## config.mk

```make
export PLATFORM = sky130hd
export DESIGN_NAME = three_band_audio_equalizer
export DESIGN_NICKNAME = d
export VERILOG_FILES = /design/src/sv/tbeq_pkg.sv /design/src/sv/three_band_audio_equalizer.sv
export SDC_FILE = /design/constraint.sdc
export NUM_CORES = 2
export LEC_CHECK = 0
export ABC_AREA = 0
export BUFFER_PORTS_ARGS = -buffer_cell sky130_fd_sc_hd__clkbuf_2
export CAP_MARGIN = 10
export CORE_ASPECT_RATIO = 1.75
export CORE_MARGIN = 3
export CORE_UTILIZATION = 43
export CTS_BUF_LIST = sky130_fd_sc_hd__clkbuf_4
export DETAILED_ROUTE_END_ITERATION = 8
export PLACE_DENSITY_LB_ADDON = 0.25
export SYNTH_ARGS = -nofsm -noshare
export SYNTH_HDL_FRONTEND = slang
export SYNTH_SLANG_ARGS = --single-unit
```

## constraint.sdc

```tcl
create_clock -name clk_i -period 10.3 [get_ports clk_i]
set_clock_uncertainty 0.1 [all_clocks]
set_input_delay 0.515 -clock clk_i [delete_from_list [all_inputs] [get_ports clk_i]]
set_output_delay 0.515 -clock clk_i [all_outputs]
set_load 0.01 [all_outputs]
```

## src/sv/tbeq_pkg.sv

```systemverilog
// Package for the three-band equalizer: fixed-point widths, register map,
// microcode field codes and the sequencer program ROM.
// No dependencies.
package tbeq_pkg;

  // Fixed-point format of samples, poles, gains and coefficients
  localparam int FRACTION_BITS = 28;
  localparam int WORD_W        = 32;
  localparam int COEF_W        = 30;
  localparam int SAMPLE_W      = 16;
  localparam int SCALE_SHIFT   = FRACTION_BITS - (SAMPLE_W - 1);

  // Multiplier: 33-bit signed operand times 32-bit signed difference
  localparam int MUL_A_W  = WORD_W + 1;
  localparam int MUL_RAW  = MUL_A_W + WORD_W;
  localparam int MUL_W    = (MUL_RAW > FRACTION_BITS + WORD_W) ? MUL_RAW
                                                               : FRACTION_BITS + WORD_W;

  // Output scaling: sum * 32767 held in OUT_W bits
  localparam int OUT_W = WORD_W + SAMPLE_W;

  localparam logic [63:0]       ONE_WIDE = 64'd1 << FRACTION_BITS;
  localparam logic [WORD_W-1:0] GAIN_ONE = ONE_WIDE[WORD_W-1:0];

  // Register map, index = paddr / 4
  localparam int ADDR_W = 5;
  localparam logic [2:0] REG_LOW_COEF  = 3'd0;
  localparam logic [2:0] REG_HIGH_COEF = 3'd1;
  localparam logic [2:0] REG_LOW_GAIN  = 3'd2;
  localparam logic [2:0] REG_MID_GAIN  = 3'd3;
  localparam logic [2:0] REG_HIGH_GAIN = 3'd4;

  // Difference unit operations
  localparam logic [2:0] D_NONE = 3'd0;
  localparam logic [2:0] D_SECT = 3'd1;  // cascade input minus pole
  localparam logic [2:0] D_LOW  = 3'd2;  // low band
  localparam logic [2:0] D_MID  = 3'd3;  // mid band
  localparam logic [2:0] D_HIGH = 3'd4;  // high band

  // Multiplier operand select
  localparam logic [2:0] M_NONE = 3'd0;
  localparam logic [2:0] M_CLO  = 3'd1;
  localparam logic [2:0] M_CHI  = 3'd2;
  localparam logic [2:0] M_GLO  = 3'd3;
  localparam logic [2:0] M_GMID = 3'd4;
  localparam logic [2:0] M_GHI  = 3'd5;

  // Accumulator operations
  localparam logic [1:0] A_NONE = 2'd0;
  localparam logic [1:0] A_LOAD = 2'd1;
  localparam logic [1:0] A_ADD  = 2'd2;

  // Sequencer jumps
  localparam logic [1:0] J_NEXT     = 2'd0;
  localparam logic [1:0] J_WAIT_IN  = 2'd1;  // hold until a word is taken in
  localparam logic [1:0] J_WAIT_OUT = 2'd2;  // hold until the output is free, then restart

  // Pole indexes: bit 2 selects the high cascade
  localparam logic [2:0] POLE_L0 = 3'd0;
  localparam logic [2:0] POLE_L1 = 3'd1;
  localparam logic [2:0] POLE_L2 = 3'd2;
  localparam logic [2:0] POLE_L3 = 3'd3;
  localparam logic [2:0] POLE_H0 = 3'd4;
  localparam logic [2:0] POLE_H1 = 3'd5;
  localparam logic [2:0] POLE_H2 = 3'd6;
  localparam logic [2:0] POLE_H3 = 3'd7;

  localparam int STEP_W = 5;
  localparam logic [STEP_W-1:0] LAST_STEP = 5'd19;

  typedef struct packed {
    logic [2:0] dop;
    logic [2:0] dsel;
    logic [2:0] mop;
    logic       uen;
    logic [2:0] usel;
    logic [1:0] aop;
    logic       prod_en;
    logic [1:0] jmp;
  } ucode_t;

  // Program: low and high sections interleaved, three steps per section
  // (difference, multiply, update), then the gain products and the sum.
  function automatic ucode_t ucode_rom(input logic [STEP_W-1:0] step);
    ucode_t w;
    w = '0;
    unique case (step)
      5'd0:  w.jmp = J_WAIT_IN;
      5'd1:  begin w.dop = D_SECT; w.dsel = POLE_L0; end
      5'd2:  begin w.mop = M_CLO; w.dop = D_SECT; w.dsel = POLE_H0; end
      5'd3:  begin w.uen = 1'b1; w.usel = POLE_L0; w.mop = M_CHI; end
      5'd4:  begin w.uen = 1'b1; w.usel = POLE_H0; w.dop = D_SECT; w.dsel = POLE_L1; end
      5'd5:  begin w.mop = M_CLO; w.dop = D_SECT; w.dsel = POLE_H1; end
      5'd6:  begin w.uen = 1'b1; w.usel = POLE_L1; w.mop = M_CHI; end
      5'd7:  begin w.uen = 1'b1; w.usel = POLE_H1; w.dop = D_SECT; w.dsel = POLE_L2; end
      5'd8:  begin w.mop = M_CLO; w.dop = D_SECT; w.dsel = POLE_H2; end
      5'd9:  begin w.uen = 1'b1; w.usel = POLE_L2; w.mop = M_CHI; end
      5'd10: begin w.uen = 1'b1; w.usel = POLE_H2; w.dop = D_SECT; w.dsel = POLE_L3; end
      5'd11: begin w.mop = M_CLO; w.dop = D_SECT; w.dsel = POLE_H3; end
      5'd12: begin w.uen = 1'b1; w.usel = POLE_L3; w.mop = M_CHI; end
      5'd13: begin w.uen = 1'b1; w.usel = POLE_H3; w.dop = D_LOW; end
      5'd14: begin w.mop = M_GLO; w.dop = D_MID; end
      5'd15: begin w.aop = A_LOAD; w.mop = M_GMID; w.dop = D_HIGH; end
      5'd16: begin w.aop = A_ADD; w.mop = M_GHI; end
      5'd17: w.aop = A_ADD;
      5'd18: w.prod_en = 1'b1;
      5'd19: w.jmp = J_WAIT_OUT;
      default: w.jmp = J_WAIT_OUT;
    endcase
    return w;
  endfunction

endpackage

```

## src/sv/three_band_audio_equalizer.sv

```systemverilog
// Three-band equalizer, four-pole crossover: sequencer, datapath, APB registers.
// An input word is taken only at step 0 and its result is registered at the last step,
//   so the 20-step program, which shares one 33x32 multiplier, runs once per word;
//   the last step holds while the output is stalled.
// Reset clears poles, sample history and output valid; gains return to unity,
//   coefficients to zero. Depends on tbeq_pkg.
module three_band_audio_equalizer (
  input  logic        clk_i,
  input  logic        rst_ni,
  input  logic        in_valid_i,
  output logic        in_stall_o,
  input  logic [15:0] left_sample_i,
  output logic        out_valid_o,
  input  logic        out_stall_i,
  output logic [15:0] left_out_o,
  output logic [15:0] right_out_o,
  output logic        clipped_o,
  input  logic        psel,
  input  logic        penable,
  input  logic        pwrite,
  input  logic [4:0]  paddr,
  input  logic [31:0] pwdata,
  output logic [31:0] prdata,
  output logic        pready
);
  import tbeq_pkg::*;

  localparam logic signed [OUT_W-1:0] SAT_HI = OUT_W'(32767);
  localparam logic signed [OUT_W-1:0] SAT_LO = -OUT_W'(32768);
  localparam logic [OUT_W-1:0] TRUNC_BIAS = {{(OUT_W-FRACTION_BITS){1'b0}},
                                             {FRACTION_BITS{1'b1}}};

  // Configuration registers
  logic [COEF_W-1:0] low_coef_q, high_coef_q;
  logic [WORD_W-1:0] low_gain_q, mid_gain_q, high_gain_q;
  logic              cfg_wr;
  logic [2:0]        cfg_idx;

  // Sequencer
  logic [STEP_W-1:0] step_q, step_d;
  ucode_t            uc;
  logic              in_accept, out_free, emit;

  // Datapath
  logic [WORD_W-1:0] poles_q [8];
  logic [WORD_W-1:0] hist_q [3];
  logic [WORD_W-1:0] xl_q, xh_q, pl_q, ph_q, s_q, d_q, m_q, acc_q;
  logic [WORD_W-1:0] scaled, diff, pole_new, p_sel;
  logic [MUL_A_W-1:0] mul_a;
  logic [MUL_W-1:0]   mul_full;
  logic [OUT_W-1:0]   prod_q, acc_ext, biased;
  logic signed [OUT_W-1:0] quot;
  logic [15:0]        res;
  logic               clip;
  logic               out_valid_q, clip_q;
  logic [15:0]        out_q;

  // APB register port
  assign pready  = 1'b1;
  assign cfg_idx = paddr[4:2];
  assign cfg_wr  = psel && penable && pwrite;

  always_ff @(posedge clk_i or negedge rst_ni) begin
    if (!rst_ni) begin
      low_coef_q  <= '0;
      high_coef_q <= '0;
      low_gain_q  <= GAIN_ONE;
      mid_gain_q  <= GAIN_ONE;
      high_gain_q <= GAIN_ONE;
    end else if (cfg_wr) begin
      unique case (cfg_idx)
        REG_LOW_COEF:  low_coef_q  <= pwdata[COEF_W-1:0];
        REG_HIGH_COEF: high_coef_q <= pwdata[COEF_W-1:0];
        REG_LOW_GAIN:  low_gain_q  <= pwdata;
        REG_MID_GAIN:  mid_gain_q  <= pwdata;
        REG_HIGH_GAIN: high_gain_q <= pwdata;
        default: ;
      endcase
    end
  end

  always_comb begin
    unique case (cfg_idx)
      REG_LOW_COEF:  prdata = {{(32-COEF_W){1'b0}}, low_coef_q};
      REG_HIGH_COEF: prdata = {{(32-COEF_W){1'b0}}, high_coef_q};
      REG_LOW_GAIN:  prdata = low_gain_q;
      REG_MID_GAIN:  prdata = mid_gain_q;
      REG_HIGH_GAIN: prdata = high_gain_q;
      default:       prdata = '0;
    endcase
  end

  // Step counter and jumps
  assign uc         = ucode_rom(step_q);
  assign in_stall_o = (step_q != '0);
  assign in_accept  = in_valid_i && !in_stall_o;
  assign out_free   = !out_valid_q || !out_stall_i;
  assign emit       = (uc.jmp == J_WAIT_OUT) && out_free;

  always_comb begin
    step_d = step_q;
    unique case (uc.jmp)
      J_WAIT_IN:  if (in_accept) step_d = step_q + 1'b1;
      J_WAIT_OUT: if (out_free) step_d = '0;
      default:    step_d = step_q + 1'b1;
    endcase
  end

  always_ff @(posedge clk_i or negedge rst_ni) begin
    if (!rst_ni) step_q <= '0;
    else         step_q <= step_d;
  end

  // Input scaling to Q format, wraps to 32 bits
  assign scaled = WORD_W'($signed(left_sample_i)) << SCALE_SHIFT;

  always_ff @(posedge clk_i) begin
    if (in_accept) begin
      xl_q <= scaled;
      xh_q <= scaled;
      s_q  <= scaled;
    end else if (uc.uen) begin
      if (uc.usel[2]) xh_q <= pole_new;
      else            xl_q <= pole_new;
    end
  end

  // Difference unit
  always_comb begin
    unique case (uc.dop)
      D_SECT:  diff = (uc.dsel[2] ? xh_q : xl_q) - poles_q[uc.dsel];
      D_LOW:   diff = poles_q[POLE_L3];
      D_MID:   diff = poles_q[POLE_H3] - poles_q[POLE_L3];
      D_HIGH:  diff = hist_q[2] - poles_q[POLE_H3];
      default: diff = '0;
    endcase
  end

  always_ff @(posedge clk_i) begin
    if (uc.dop != D_NONE) d_q <= diff;
    if (uc.dop == D_SECT) begin
      if (uc.dsel[2]) ph_q <= poles_q[uc.dsel];
      else            pl_q <= poles_q[uc.dsel];
    end
  end

  // Shared multiplier, floor shift by the fraction width
  always_comb begin
    unique case (uc.mop)
      M_CLO:   mul_a = {{(MUL_A_W-COEF_W){1'b0}}, low_coef_q};
      M_CHI:   mul_a = {{(MUL_A_W-COEF_W){1'b0}}, high_coef_q};
      M_GLO:   mul_a = {low_gain_q[WORD_W-1], low_gain_q};
      M_GMID:  mul_a = {mid_gain_q[WORD_W-1], mid_gain_q};
      M_GHI:   mul_a = {high_gain_q[WORD_W-1], high_gain_q};
      default: mul_a = '0;
    endcase
  end

  assign mul_full = MUL_W'($signed(mul_a) * $signed(d_q));

  always_ff @(posedge clk_i) begin
    if (uc.mop != M_NONE) m_q <= mul_full[FRACTION_BITS +: WORD_W];
  end

  // Pole update
  assign p_sel    = uc.usel[2] ? ph_q : pl_q;
  assign pole_new = p_sel + m_q;

  always_ff @(posedge clk_i or negedge rst_ni) begin
    if (!rst_ni) begin
      for (int i = 0; i < 8; i++) poles_q[i] <= '0;
      for (int i = 0; i < 3; i++) hist_q[i] <= '0;
    end else begin
      if (uc.uen) poles_q[uc.usel] <= pole_new;
      if (emit) begin
        hist_q[2] <= hist_q[1];
        hist_q[1] <= hist_q[0];
        hist_q[0] <= s_q;
      end
    end
  end

  // Band sum and times 32767
  assign acc_ext = OUT_W'($signed(acc_q));

  always_ff @(posedge clk_i) begin
    unique case (uc.aop)
      A_LOAD:  acc_q <= m_q;
      A_ADD:   acc_q <= acc_q + m_q;
      default: ;
    endcase
    if (uc.prod_en) prod_q <= (acc_ext << 15) - acc_ext;
  end

  // Truncate toward zero, saturate to int16
  assign biased = prod_q + (prod_q[OUT_W-1] ? TRUNC_BIAS : '0);
  assign quot   = $signed(biased) >>> FRACTION_BITS;

  always_comb begin
    if (quot > SAT_HI) begin
      res  = 16'h7fff;
      clip = 1'b1;
    end else if (quot < SAT_LO) begin
      res  = 16'h8000;
      clip = 1'b1;
    end else begin
      res  = quot[15:0];
      clip = 1'b0;
    end
  end

  // Output register
  always_ff @(posedge clk_i or negedge rst_ni) begin
    if (!rst_ni)          out_valid_q <= 1'b0;
    else if (emit)        out_valid_q <= 1'b1;
    else if (!out_stall_i) out_valid_q <= 1'b0;
  end

  always_ff @(posedge clk_i) begin
    if (emit) begin
      out_q  <= res;
      clip_q <= clip;
    end
  end

  assign out_valid_o = out_valid_q;
  assign left_out_o  = out_q;
  assign right_out_o = out_q;
  assign clipped_o   = clip_q;

  // Checks
  a_accept_starts: assert property (@(posedge clk_i) disable iff (!rst_ni)
    in_accept |=> step_q == 5'd1) else $error("accept did not start program");

  a_step_range: assert property (@(posedge clk_i) disable iff (!rst_ni)
    step_q <= LAST_STEP) else $error("step counter out of range");

  a_out_from_last: assert property (@(posedge clk_i) disable iff (!rst_ni)
    $rose(out_valid_q) |-> $past(step_q) == LAST_STEP)
    else $error("result raised outside last step");

  a_hold_on_stall: assert property (@(posedge clk_i) disable iff (!rst_ni)
    (step_q == LAST_STEP && out_valid_q && out_stall_i) |=> step_q == LAST_STEP)
    else $error("sequencer left last step while output stalled");

endmodule

```

==> results.json <==
{
  "grt_max_degree": 160,
  "cts_buffers": 193,
  "gr-usage-all-layers_pct": 26.52,
  "drtPass1Iterations": 6,
  "wl_per_cell_um": 22.73,
  "drc": 0,
  "ys_seq_elements": 771,
  "die_area_sq_um": 182900,
  "slew_viol_final": 0,
  "synth_compound_area_share_pct": 9.716,
  "postRouteAntennaNets": 0,
  "grt_pass1_vias": 63450,
  "grt.overflow.total": 0,
  "synth_top_family_by_area": "adder cells",
  "layout.cells.non_filler": 10570,
  "placed_area_sq_um": 82120,
  "yosys_warnings": 0,
  "ios": 128,
  "slew_headroom_pct": 8.479,
  "status": "completed",
  "placed_cells": 10150,
  "arrival_ps": 10800,
  "via_per_inst": 5.481,
  "synthAdderAreaFrac_pct": 33.53,
  "setup_viol": 0,
  "path_max_fanout": 18,
  "vias": 57940,
  "die_x_um": 324.6,
  "cts-root-buf": "clkbuf_4",
  "max_stage_delay_ps": 580,
  "async_reset_ff_share_pct": 60.44,
  "place.gp.congestion": 0.9491,
  "syn_area_sq_um": 76390,
  "required_ps": 11020,
  "design_area_sq_um": 85630,
  "start_util_pct": 43.25,
  "synth_ff_type": "dfrtp_1",
  "postSynthCellCount": 7668,
  "syn-num-nets": 9151,
  "wirelength_mm": 240.3,
  "post-route-period-util_pct": 97.85,
  "drive_gt1_share_pct": 15.67,
  "fmax_ghz": 0.09922,
  "hold_path_class": "in -> reg",
  "cp-start-kind": "flip-flop",
  "clk_pin_slew_worst_paths_ps": 80,
  "rsz0062_at_grt": "yes",
  "maxCapViolations": 0,
  "yosys-top-cells-area": "fa_1 27%, dfrtp_1 15%, edfxtp_1 11%, ha_1 6.3%, nand2_1 5.6%",
  "htree_levels": 4,
  "drtIter0Drc": 3467,
  "hold_viol": 0,
  "synthMuxAreaShare_pct": 6.247,
  "synth_top_area_share_pct": 27.25,
  "cts.sinks": 771,
  "grt_pass1_wl_mm": 369.3,
  "post-route-util_pct": 48.48,
  "antenna_found_initial": 8,
  "nNetsFinal": 9533,
  "io_buffers": 124,
  "synth_xor_area_share_pct": 2.706,
  "timing.hold.ws_ps": 57.47,
  "cts_max_path_buffers": 4,
  "rows": 204,
  "worst_path_most_repeated_cell": "fa_1",
  "worstSetupPathType": "reg -> reg",
  "clkLatencyLatePin_ps": 1160,
  "hpwl_mm": 186.9,
  "tightest_slew_ps": 1363,
  "die_y_um": 563.6,
  "critPathCaptureType": "flip-flop",
  "yosysSeqAreaShare_pct": 26.92,
  "fin_crit_ps": 10080,
  "synthToLayoutAreaGrowth_pct": 12.10,
  "synth-edff-count": 279,
  "avgSynthCellArea_sq_um": 9.962,
  "crit_slowest_cell": "fa_1",
  "yosys.area_share.simple_pct": 13.36,
  "cts_tree": "built",
  "yosysTopAreaCell": "fa_1",
  "ys_types": 97,
  "core_area_sq_um": 176600
}
## cell type report
class,count,area [sq um]
Fill cell,16750,90990
Multi-Input combinational cell,5391,50630
Sequential cell,771,20560
Timing Repair Buffer,586,4868
Inverter,1107,4155
Tap cell,2369,2964
Clock buffer,289,2170
Clock inverter,51,262.8
Antenna cell,7,17.52
## cells in the final DEF (no fill, tap or decap), types with 75 or more instances in the layout
cell and n:
and2_1 495, edfxtp_1 279, mux2_2 254, buf_4 346, fa_1 1031, inv_1 1102
xnor2_1 161, ha_1 379, dfrtp_1 463, nor2_1 175, a21o_1 97, o21ai_0 427
xor2_1 75, clkbuf_4 289, a21oi_1 221, a22oi_1 93, clkbuf_2 123, nand2_1 1140
## layer usage
metal / wire [um] / share of wire [%] / global-route usage (%)
met4: 21630 / 9.0 / 20.19
met3: 10250 / 4.3 / 3.197
met5: 12 / 0.0050 / 0
met2: 129600 / 54 / 50.36
met1: 78760 / 33 / 26.17
## repair_timing
item	in CTS	in global routing
setup buffers	2	10
hold buffers	61	0
resized for setup	32	39
endpoints found under the hold margin	330	0
pin swaps	6	15
endpoints found under the setup margin	19	24
## synthesized netlist by cell type (93+ instances only)
cell type / instances
clkbuf_1: 339
nand2_1: 1145
a21oi_1: 229
a21o_1: 97
nor2_1: 186
edfxtp_1: 279
ha_1: 383
dfrtp_1: 463
fa_1: 1040
mux2_2: 254
inv_1: 1104
and2_1: 497
a22oi_1: 93
xnor2_1: 161
o21ai_0: 462
## through the flow
| stage | setup TNS, ps | setup WS (ps) |
|---|---|---|
| floorplan | 0 | 34.98 |
| global placement | -2340 | -360.4 |
| detailed placement | -2176 | -377.3 |
| CTS | 0 | 2.482 |
| global route | -251.1 | -74.98 |
| finish | 0 | 221.8 |
## state kept, by name (all words and copies together), names as in the netlist
| register | count |
|---|---|
| acc_q | 32 |
| clipped_o | 1 |
| d_q | 32 |
| high_coef_q | 30 |
| high_gain_q | 32 |
| hist_q | 48 |
| left_out_o | 16 |
| low_coef_q | 30 |
| low_gain_q | 32 |
| m_q | 32 |
| mid_gain_q | 32 |
| out_valid_o | 1 |
| ph_q | 32 |
| pl_q | 32 |
| poles_q | 256 |
| prod_q | 48 |
| s_q | 16 |
| step_q | 5 |
| xh_q | 32 |
| xl_q | 32 |
## path summary, 6_finish.rpt
| path | cells after the start | slack (ps) | endpoint | start |
|---|---|---|---|---|
| min in group asynchronous | 3 | 330 | low_gain_q[21] | rst_ni |
| worst min register to register | 2 | 340 | hist_q[28] | hist_q[60] |
| worst max register to register | 37 | 220 | m_q[31] | step_q[0] |
| max in group asynchronous | 5 | 7730 | poles_q[121] | rst_ni |
| worst max-delay path | 37 | 220 | m_q[31] | step_q[0] |
| worst min-delay path | 4 | 60 | low_gain_q[6] | penable |
## critical path, delay by kind of cell (launching register included)
kind	cells	cell delay (ps)
adders and majority gates	11	4840
AOI/OAI and AO/OA	13	2130
buffers and inverters	8	1140
and+or+nand+nor	4	970
DFF	1	410
xor gates and xnor gates	1	120
## kinds of logic after synthesis
kind of cell | after synthesis
compound gates | 1195
xor+xnor | 236
fa+ha+maj | 1423
buf+inv | 1506
flops | 771
mux | 365
other cells | 1
simple gates | 2171
Power is not shown: default switching activity piles up to over one toggle a cycle in this logic, so the estimate is an artifact.
